<file path="src/hdl/keypad_scan_debounce_assert.svh">
// assertion macros for the keypad scanner
// both macros expect aclk and aresetn in scope
`ifndef KEYPAD_SCAN_DEBOUNCE_ASSERT_SVH
`define KEYPAD_SCAN_DEBOUNCE_ASSERT_SVH

`ifndef SYNTHESIS
`define KPSD_ASSERT_SAME(lbl, ante, cons) \
    lbl: assert property (@(posedge aclk) disable iff (!aresetn) (ante) |-> (cons)) \
        else $error("keypad scanner check failed");
`define KPSD_ASSERT_NEXT(lbl, ante, cons) \
    lbl: assert property (@(posedge aclk) disable iff (!aresetn) (ante) |=> (cons)) \
        else $error("keypad scanner check failed");
`else
`define KPSD_ASSERT_SAME(lbl, ante, cons)
`define KPSD_ASSERT_NEXT(lbl, ante, cons)
`endif

`endif

</file>
<file path="src/hdl/kpsd_pkg.sv">
package kpsd_pkg;

    localparam int COLS = 4;

    // register indexes of the configuration port
    localparam logic [3:0] REG_DEBOUNCE = 4'd0;
    localparam logic [3:0] REG_REPEAT   = 4'd1;
    localparam logic [3:0] REG_RELEASE  = 4'd2;
    localparam logic [3:0] REG_PAUSE    = 4'd3;

    typedef logic [1:0] row_idx_t;
    typedef logic [3:0] col_bits_t;
    typedef logic [7:0] key_code_t;

    // result of checking one row's columns
    typedef struct packed {
        logic      hit;
        key_code_t code;
    } pick_t;

    // ascii code of the key at (row, col)
    function automatic key_code_t key_map(input row_idx_t row, input logic [1:0] col);
        key_code_t k;
        k = 8'h00;
        unique case ({row, col})
            4'h0: k = "1";
            4'h1: k = "2";
            4'h2: k = "3";
            4'h3: k = "A";
            4'h4: k = "4";
            4'h5: k = "5";
            4'h6: k = "6";
            4'h7: k = "B";
            4'h8: k = "7";
            4'h9: k = "8";
            4'hA: k = "9";
            4'hB: k = "C";
            4'hC: k = "*";
            4'hD: k = "0";
            4'hE: k = "#";
            4'hF: k = "D";
            default: k = 8'h00;
        endcase
        return k;
    endfunction

endpackage

</file>
<file path="src/hdl/kpsd_pick.sv">
module kpsd_pick (
    input  kpsd_pkg::row_idx_t  row,
    input  kpsd_pkg::col_bits_t col_levels,
    input  kpsd_pkg::key_code_t last_code,
    input  logic                repeat_ok,
    output kpsd_pkg::pick_t     pick
);
    import kpsd_pkg::*;

    key_code_t cand [COLS];
    logic [COLS-1:0] elig;

    // a pressed key is eligible when new or when the repeat time has run out
    always_comb begin
        for (int c = 0; c < COLS; c++) begin
            cand[c] = key_map(row, c[1:0]);
            elig[c] = !col_levels[c] && ((cand[c] != last_code) || repeat_ok);
        end
    end

    // lowest eligible column wins
    always_comb begin
        pick.hit  = 1'b0;
        pick.code = 8'h00;
        priority if (elig[0]) begin
            pick.hit  = 1'b1;
            pick.code = cand[0];
        end else if (elig[1]) begin
            pick.hit  = 1'b1;
            pick.code = cand[1];
        end else if (elig[2]) begin
            pick.hit  = 1'b1;
            pick.code = cand[2];
        end else if (elig[3]) begin
            pick.hit  = 1'b1;
            pick.code = cand[3];
        end
    end

endmodule

</file>
<file path="src/hdl/keypad_scan_debounce.sv">
// result: registered; an accepted input transaction presents its result transaction in the next cycle
// throughput: one transaction per cycle; the output register is refilled in the
//   cycle it is drained, so only a stalled result holds off the input side
// reset: aresetn is synchronous, active low; timing registers return to
//   50 / 200 / 500 / 10 ticks, scanner goes idle, last key cleared, key released
module keypad_scan_debounce (
    input  logic                aclk,
    input  logic                aresetn,
    // configuration write port
    input  logic                cfg_we,
    input  logic [3:0]          cfg_index,
    input  logic [15:0]         cfg_data,
    // input channel: one transaction per millisecond tick
    input  logic                s_valid,
    output logic                s_ready,
    input  kpsd_pkg::col_bits_t s_col_levels,
    // result channel
    output logic                m_valid,
    input  logic                m_ready,
    output logic [3:0]          m_row_drive,
    output logic                m_key_valid,
    output kpsd_pkg::key_code_t m_key_code,
    output logic                m_key_held
);
    import kpsd_pkg::*;

    `include "keypad_scan_debounce_assert.svh"

    localparam logic [3:0] ROWS_IDLE = 4'hF;

    typedef enum logic {
        PH_IDLE,
        PH_SCAN
    } phase_t;

    // configuration registers
    logic [15:0] debounce_reg, repeat_reg, release_reg;
    logic [7:0]  pause_ms_reg;

    // scanner state
    phase_t      phase_reg, phase_next;
    row_idx_t    row_reg, row_next;
    logic [15:0] elapsed_reg, elapsed_next;
    logic [15:0] start_reg, start_next;
    logic [7:0]  pause_cnt_reg, pause_cnt_next;
    key_code_t   last_reg, last_next;
    logic        released_reg, released_next;

    // result register
    logic        m_valid_reg;
    logic [3:0]  rows_reg, rows_next;
    logic        kvalid_reg;
    key_code_t   code_reg;
    logic        held_reg;

    logic        xfer;
    logic [15:0] elapsed_inc;
    logic [7:0]  pause_inc;
    pick_t       pick;
    logic        scan_hit;

    // result register frees up in the same cycle it is taken
    assign s_ready = !m_valid_reg || m_ready;
    assign xfer    = s_valid && s_ready;

    // column check for the row whose levels arrive on this tick
    kpsd_pick u_pick (
        .row        (row_reg),
        .col_levels (s_col_levels),
        .last_code  (last_reg),
        .repeat_ok  (start_reg > repeat_reg),
        .pick       (pick)
    );

    // a key counts only while a scan is running
    assign scan_hit = (phase_reg == PH_SCAN) && pick.hit;

    // saturating tick counters
    assign elapsed_inc = (elapsed_reg == 16'hFFFF) ? elapsed_reg : elapsed_reg + 16'd1;
    assign pause_inc   = (pause_cnt_reg == 8'hFF) ? pause_cnt_reg : pause_cnt_reg + 8'd1;

    // next state and result for one tick
    always_comb begin
        phase_next     = phase_reg;
        row_next       = row_reg;
        elapsed_next   = elapsed_inc;
        start_next     = start_reg;
        pause_cnt_next = pause_cnt_reg;
        last_next      = last_reg;
        released_next  = released_reg;
        rows_next      = ROWS_IDLE;
        unique case (phase_reg)
            PH_SCAN: begin
                if (pick.hit) begin
                    // key accepted: back to idle, restart the elapsed count
                    last_next      = pick.code;
                    elapsed_next   = 16'd0;
                    released_next  = 1'b0;
                    phase_next     = PH_IDLE;
                    pause_cnt_next = 8'd0;
                end else if (row_reg == 2'd3) begin
                    // full scan with nothing accepted; release test only here
                    if (start_reg > release_reg) begin
                        last_next     = 8'h00;
                        released_next = 1'b1;
                    end
                    phase_next     = PH_IDLE;
                    pause_cnt_next = 8'd0;
                end else begin
                    row_next  = row_reg + 2'd1;
                    rows_next = ROWS_IDLE & ~(4'b0001 << (row_reg + 2'd1));
                end
            end
            PH_IDLE: begin
                pause_cnt_next = pause_inc;
                // a zero pause setting behaves like one, since pause_inc is never zero
                if (pause_inc >= pause_ms_reg) begin
                    pause_cnt_next = 8'd0;
                    if (elapsed_inc >= debounce_reg) begin
                        // scan starts, row 0 driven low on this tick
                        start_next = elapsed_inc;
                        phase_next = PH_SCAN;
                        row_next   = 2'd0;
                        rows_next  = ROWS_IDLE & ~4'b0001;
                    end
                end
            end
            default: ;
        endcase
    end

    // configuration and scanner state
    always_ff @(posedge aclk) begin
        if (!aresetn) begin
            debounce_reg  <= 16'd50;
            repeat_reg    <= 16'd200;
            release_reg   <= 16'd500;
            pause_ms_reg  <= 8'd10;
            phase_reg     <= PH_IDLE;
            row_reg       <= 2'd0;
            elapsed_reg   <= 16'd0;
            start_reg     <= 16'd0;
            pause_cnt_reg <= 8'd0;
            last_reg      <= 8'h00;
            released_reg  <= 1'b1;
        end else begin
            if (cfg_we) begin
                unique case (cfg_index)
                    REG_DEBOUNCE: debounce_reg <= cfg_data;
                    REG_REPEAT:   repeat_reg   <= cfg_data;
                    REG_RELEASE:  release_reg  <= cfg_data;
                    REG_PAUSE:    pause_ms_reg <= cfg_data[7:0];
                    default: ;
                endcase
            end
            if (xfer) begin
                phase_reg     <= phase_next;
                row_reg       <= row_next;
                elapsed_reg   <= elapsed_next;
                start_reg     <= start_next;
                pause_cnt_reg <= pause_cnt_next;
                last_reg      <= last_next;
                released_reg  <= released_next;
            end
        end
    end

    // result register
    always_ff @(posedge aclk) begin
        if (!aresetn) begin
            m_valid_reg <= 1'b0;
        end else if (xfer) begin
            m_valid_reg <= 1'b1;
        end else if (m_ready) begin
            m_valid_reg <= 1'b0;
        end
    end

    always_ff @(posedge aclk) begin
        if (xfer) begin
            rows_reg   <= rows_next;
            kvalid_reg <= scan_hit;
            code_reg   <= (phase_reg == PH_SCAN) ? pick.code : 8'h00;
            held_reg   <= !released_next;
        end
    end

    assign m_valid     = m_valid_reg;
    assign m_row_drive = rows_reg;
    assign m_key_valid = kvalid_reg;
    assign m_key_code  = code_reg;
    assign m_key_held  = held_reg;

    // a reported key always comes with rows released and the key marked held
    `KPSD_ASSERT_SAME(a_key_rows_idle, m_valid && m_key_valid, m_row_drive == ROWS_IDLE && m_key_held)
    // no key reported means code zero
    `KPSD_ASSERT_SAME(a_code_zero, m_valid && !m_key_valid, m_key_code == 8'h00)
    // an accepted key ends the scan and restarts the elapsed count
    `KPSD_ASSERT_NEXT(a_hit_ends_scan, xfer && scan_hit, phase_reg == PH_IDLE && elapsed_reg == 16'd0)
    // every accepted transaction produces a result
    `KPSD_ASSERT_NEXT(a_result_follows, xfer, m_valid)
    // a released key leaves no last key behind
    `KPSD_ASSERT_SAME(a_release_clears, released_reg, last_reg == 8'h00)

endmodule

</file>
<file path="config.mk">
export PLATFORM = sky130hd
export DESIGN_NAME = keypad_scan_debounce
export DESIGN_NICKNAME = d
export VERILOG_FILES = /design/src/hdl/kpsd_pkg.sv /design/src/hdl/kpsd_pick.sv /design/src/hdl/keypad_scan_debounce.sv
export VERILOG_INCLUDE_DIRS = /design/src /design/src/hdl
export SDC_FILE = /design/constraint.sdc
export NUM_CORES = 1
export LEC_CHECK = 0
export BUFFER_PORTS_ARGS = -buffer_cell sky130_fd_sc_hd__buf_2
export CORE_UTILIZATION = 55
export DETAILED_ROUTE_END_ITERATION = 10
export PLACE_DENSITY = 0.87
export SLEW_MARGIN = 20
export SYNTH_ARGS = -nofsm -noshare
export SYNTH_HDL_FRONTEND = slang
export SYNTH_HIERARCHICAL = 1
export SYNTH_SLANG_ARGS = --single-unit
</file>
<file path="constraint.sdc">
create_clock -name aclk -period 3.3 [get_ports aclk]
set_input_delay 0.33 -clock aclk [delete_from_list [all_inputs] [get_ports aclk]]
set_output_delay 0.33 -clock aclk [all_outputs]
set_load 0.03 [all_outputs]
</file>
==> results_dict.tcl, run 1 <==
set metrics [dict create \
    outcome "complete, but fails checks" \
    violations "negative setup slack" \
    row_count 40 \
    max_stage_delay_ps 360 \
    cts_tree "done" \
    nets 1058 \
    final-max-slew-violation-count 0 \
    synth_edf_count 14 \
    port_buffers 44 \
    gp_congestion 0.9565 \
    final_cell_mix "nand2_1 (98), dfxtp_1 (98), buf_4 (77)" \
    cp_cell_sequence "inv_1 > ha_1 > nor2b_1 > o21a_1 > o21a_1 > o21ai_2 > a31oi_4 > nor4_4 > a41oi_2 > or3_4 > nand2b_4 > or2_4 > a2111o_1 > o2111ai_4 > a32o_1" \
    postRouteAntennaNets 0 \
    ir_worst_vdd_uv 317.3 \
    reg2reg_from "repeat_reg[1]" \
    ys_dominant_reg_cell "dfxtp_1" \
    ys_seq_area_share_pct 36.96 \
    numCtsBuffers 17 \
    rsz0062_at_grt "yes" \
    vias 7324 \
    p_clk_share_pct 48.7 \
    worstPathMaxFanout 8 \
    synthArstFlopShare_pct 0 \
    cts_buffer_depth 2 \
    endpoint "last_reg[0]" \
    p_seq_share_pct 42.0 \
    fin_crit_ps 3609 \
    critPathMostFrequentCell "o21a_1" \
    drt_wl_total_mm 23.56 \
    slew_headroom_pct 31.31 \
    p_per_area_nw_per_um2 396.2 \
    die_w_um 115.1 \
    critPathRequiredTime_ps 3670 \
    holdCritPathClass "in2reg" \
    tns_ps -8138 \
    p_int_w 0.002794 \
    max_freq_mhz 277.1 \
    combPwrFrac_pct 9.3 \
    synth_cell_types 75 \
    cts-htree-levels 4 \
    report.final.hold_viol_count 0 \
    clock_skew_ps 12.78 \
    cap_viol_max_count 0 \
    dp.cells 1090 \
    ys_ff_latch 123 \
    netlist_instances 838 \
    worstSetupStartpointType "register" \
    fin_crit_sh_pct 109.3 \
    avgRoutedWirePerCell_um 20.63 \
    drcViolationCount 0 \
    n_antenna_cell 0 \
    cts.clk_slew.worst_paths_ps 60 \
    worstPathArrival_ps 3980 \
    ys_warn_count 6 \
    worst_r2r_endpoint "last_reg[0]" \
    worstSkewPairLatency_ps 440 \
    grt_overflow 0 \
    yosysTopAreaCell "dfxtp_1" \
    netSwitchingFraction_pct 24.81 \
    yosysTopAreaCellShare_pct 30.99 \
    tightestPinTransition_ps 1029 \
    drtPass1Iterations 7 \
    avgSynthCellArea_um2 8.402 \
    dieArea_um2 13260 \
    dieHeight_um 115.1 \
    end_kind "register" \
    r2r_slack_ps -310 \
    crit_family "compound AO/OA/AOI/OAI gates" \
    viasPerCell 6.413 \
    cts_sinks 123 \
    p_total_w 0.003716 \
    root_buffer "clkbuf_16" \
    track_usage_pct 32.21 \
    power.leakage_nw 3.997 \
    cp.depth 15 \
    syn-num-nets 934 \
    first_iter_violations 748 \
    power_switching_w 0.0009220 \
    place_ws_ps -303.9 \
    setup_viol 58 \
    grt_max_degree 39 \
    crit_start "repeat_reg[1]" \
    dp_hpwl_mm 13.09 \
    start_util_pct 57.42 \
    pin_count 45 \
    stdcell_count 1142 \
    synth_area_um2 7041 \
    synth_area_leaders "dfxtp_1 (31%), ha_1 (12%), edfxtp_1 (6.0%)" \
    crit_slowest_cell "or3_4" \
    crit_type "reg2reg" \
    antenna_found_initial 0 \
    final_layout_size_suffix_gt1_share_pct 31.11 \
    num-fill-cells 726 \
    path_buf_inv 1 \
    area_growth_pct 33.20 \
    core_um2 12260 \
    setup_slack_ps -308.5 \
    grt_pass1_wl_mm 32.86 \
    ff2ff_path_depth 15 \
    grt_pass1_vias 6830 \
]
==> what timing repair did <==
| action | 4_1_cts | 5_1_grt |
|---|---|---|
| setup buffers | 12 | 12 |
| hold buffers | 0 | 0 |
| gates resized for setup | 47 | 108 |
| setup endpoints to repair | 58 | 63 |
| endpoints found under the hold margin | 0 | 0 |
| gates cloned | 1 | 0 |
| pin swaps | 22 | 58 |
==> per-stage QoR <==
| stage | hold slack, ps | util, % | instance area (um^2) |
|---|---|---|---|
| 2_1_floorplan | 434.7 | - | 7092 |
| 6_report | 139.6 | 76.48 | 9378 |
| 3_5_place_dp | 448.3 | 64.79 | 7944 |
| 4_1_cts | 141.4 | 71.86 | 8811 |
| 5_1_grt | 167.1 | 76.48 | 9378 |
| 3_3_place_gp | 442.6 | 64.77 | 7941 |
==> tightest hold or removal path: cells and delay by family <==
family,cells,cell delay (ps)
compound gates,1,50
buf+inv,2,140
==> worst min path at each step <==
stage,from,to,depth (start not counted)
4_1_cts,s_valid,m_valid,3
6_report,s_valid,m_valid,3
3_5_place_dp,release_reg[3],release_reg[3],2
5_1_grt,s_valid,m_valid,3
3_3_place_gp,release_reg[3],release_reg[3],2
2_1_floorplan,repeat_reg[9],repeat_reg[9],2
==> cells by family (layout without fill, tap and decap cells) <==
family | count (synthesis) | count (layout) | synth area share [%]
compound gates | 201 | 201 | 18.89
buf+inv | 110 | 246 | 6.469
flops | 123 | 123 | 36.96
xor+xnor | 21 | 21 | 2.612
fa+ha+maj | 67 | 67 | 11.91
mux | 12 | 12 | 1.724
other cells | 1 | 1 | 0.05326
simple gates | 303 | 303 | 21.38
==> final cells by class <==
class | count | area (um^2) | share of cell area [%]
tap | 168 | 210.2 | 2.241
clock buffer | 24 | 501.7 | 5.350
inverter | 70 | 262.8 | 2.802
clock inverter | 7 | 63.81 | 0.6805
timing repair buffer | 145 | 1091 | 11.63
sequential | 123 | 2619 | 27.93
multi-input combinational | 605 | 4629 | 49.37
==> synth_stat cells (all sizes together), types with 2 or more instances <==
library cell,number
xnor2,7
a2111oi,2
nor3b,5
o41ai,2
a2111o,2
and2,14
nand4,12
mux2i,11
nand2b,8
nor4,9
nand3,36
ha,67
dfxtp,109
or2,5
a31oi,5
o211ai,9
and4,4
a22oi,19
o31a,3
a41oi,4
edfxtp,14
o21bai,2
xor2,14
nor2,60
buf,11
a32o,9
clkbuf,29
nor3,24
nand2,107
and3,3
a21oi,83
o21ai,27
a211oi,4
nor2b,7
o21a,5
a21o,11
or3,4
inv,69
a221o,2
==> layer usage <==
metal  track usage [%]  routed length (um)  part of all wire (%)
met1             36.55                8616                    37
met2             55.58               11420                    48
met3             6.642                1933                   8.2
met4             20.00                1582                   6.7
met5                 0                   0                     0
==> power groups by stage <==
stage	Combinational, W	Sequential, W	Clock (W)
4_1_cts	0.000303	0.00156	0.00178
2_1_floorplan	0.000156	0.00160	0
3_3_place_gp	0.000267	0.00159	0
3_5_place_dp	0.000275	0.00159	0
6_report	0.000345	0.00156	0.00181
5_1_grt	0.000364	0.00156	0.00186
Note: power is estimated with default switching activity, not from simulation.
==> run 2: changes to the inputs <==
- CORE_MARGIN: not set -> 2
- CORE_UTILIZATION: 55 -> 57
- CTS_BUF_LIST: not set -> sky130_fd_sc_hd__clkbuf_4 sky130_fd_sc_hd__clkbuf_8
- PLACE_DENSITY: 0.87 -> 0.9
==> run 2 against run 1 <==
Largest power group is now sequential cells; final area decreased by 2.5%; clock power down 18%; final cell count fell by 2.1%; hold slack got worse by 34 ps; sequential power about the same; first-iteration DRC count up 34%; the run still ends with negative setup slack left; clock skew up 11 ps; register-to-register slack got worse by 200 ps; non-clock buffer count fell by 4.
==> results_dict.tcl, run 2 (synthesized netlist as in run 1, its figures left out) <==
set metrics [dict create \
    final_area_um2 9140 \
    stdcell_count 1118 \
    cts_sinks 123 \
    outcome "complete, but fails checks" \
    crit_family "simple AND/OR/NAND/NOR gates" \
    gp_congestion 0.9174 \
    rsz0062_at_grt "yes" \
    final_common_cell "nand2_1" \
    max_stage_delay_ps 610 \
    critPathRequiredTime_ps 3640 \
    fin_crit_sh_pct 115.5 \
    ir_worst_vdd_uv 517.0 \
    postRouteAntennaNets 0 \
    critPathMostFrequentCell "nor3_1" \
    root_buffer "clkbuf_8" \
    nets 1054 \
    antenna_found_initial 0 \
    setup_viol 61 \
    report.final.hold_viol_count 0 \
    worstPathMaxFanout 6 \
    grt_pass1_vias 6743 \
    cts_tree "done" \
    row_count 40 \
    violations "negative setup slack" \
    first_iter_violations 1003 \
    power.leakage_nw 3.844 \
    drtPass1Iterations 8 \
    avgRoutedWirePerCell_um 22.98 \
    setup_slack_ps -511.0 \
    cp_cell_sequence "nand3_2 > buf_4 > nor2_2 > a31oi_1 > a41oi_1 > ha_1 > nand4_1 > a211oi_2 > a32o_2 > o31ai_4 > buf_6 > nor3_1 > nor3_1" \
    crit_type "reg2reg" \
    final_cell_mix "nand2_1 (105), dfxtp_1 (92), buf_4 (83)" \
    grt_overflow 0 \
    worstSetupStartpointType "register" \
    max_freq_mhz 262.4 \
    grt_max_degree 49 \
    placed_area_um2 7810 \
    holdCritPathClass "in2reg" \
    tightestPinTransition_ps 1424 \
    die_w_um 115.1 \
    fin_crit_ps 3811 \
    track_usage_pct 31.62 \
    numCtsBuffers 17 \
    viasPerCell 6.717 \
    grt_pass1_wl_mm 32.87 \
    n_antenna_cell 0 \
    dp_hpwl_mm 13.05 \
    area_growth_pct 29.82 \
    tns_ps -15220 \
    cts.clk_slew.worst_paths_ps 100 \
    hold_ws_ps 105.3 \
    final-max-slew-violation-count 0 \
    dieHeight_um 115.1 \
    worstSkewPairLatency_ps 480 \
    slew_headroom_pct 5.046 \
    crit_slowest_cell "nor3_1" \
    dp.cells 1055 \
    end_kind "register" \
    final_layout_size_suffix_gt1_share_pct 31.10 \
    port_buffers 44 \
    p_per_area_nw_per_um2 371.7 \
    worstPathArrival_ps 4150 \
    drt_wl_total_mm 25.70 \
    cap_viol_max_count 0 \
    core_um2 12010 \
    dieArea_um2 13260 \
    cts-htree-levels 4 \
    start_util_pct 58.61 \
    vias 7510 \
    pin_count 45 \
    cts_buffer_depth 2 \
    path_buf_inv 2 \
    drcViolationCount 0 \
    clock_skew_ps 23.84 \
]
run 2: changes by cell type in the layout (fill, tap and decap cells not counted), sizes merged:
| cell | change |
|---|---|
| inv | +2 |
| clkbuf | -5 |
| bufinv | +2 |
| clkinvlp | +2 |
| clkinv | -1 |
| buf | -3 |
run 2: cell type report:
cell class,count,area [um^2]
sequential,123,2624
fill,679,2872
multi-input combinational,605,4619
inverter,70,262.8
tap,147,183.9
clock inverter,12,162.7
timing repair buffer,141,1018
clock buffer,20,269.0
run 2: timing repair:
item                       4_1_cts  5_1_grt
hold buffers                     0        0
setup endpoints to repair       34       59
buffers inserted                 9       21
pin swaps                       22       64
gates cloned                     0        1
resized for setup               27      115
hold endpoints to repair         0        0
run 2: metrics by stage:
step                      util [%]  power (W)  setup slack, ps
after floorplan                  -   0.001759           -5.941
after global placement       65.02   0.001850           -169.8
after detailed placement     65.02   0.001858           -261.9
after CTS                    70.32   0.003298           -194.3
after global routing         76.09   0.003466           -478.6
final                        76.09   0.003397           -511.0
run 2: tightest hold or removal path: stages:
cell,delay [ps]
buf_2,110
inv_1,40
a21oi_1,50
run 2: worst paths after layout:
path               startpoint          endpoint  slack [ps]  depth (start not counted)
max            elapsed_reg[5]      start_reg[6]        -510                         13
min                   s_valid           m_valid         110                          3
max reg2reg    elapsed_reg[5]      start_reg[6]        -510                         13
min reg2reg  debounce_reg[15]  debounce_reg[15]         460                          2
run 2: per-layer routing:
layer | global-route usage [%] | vias up | wire (um)
met3 | 6.273 | 234 | 2791
met4 | 19.12 | 0 | 2433
met5 | 0 | - | 0
li1 | - | 3202 | -
met2 | 55.06 | 636 | 11710
met1 | 35.74 | 3438 | 8762
run 2: power breakdown:
group	internal, W	switching [W]	total [W]
clock network	0.000803	0.000684	0.00149
registers	0.00154	0.0000235	0.00156
logic	0.000125	0.000223	0.000349
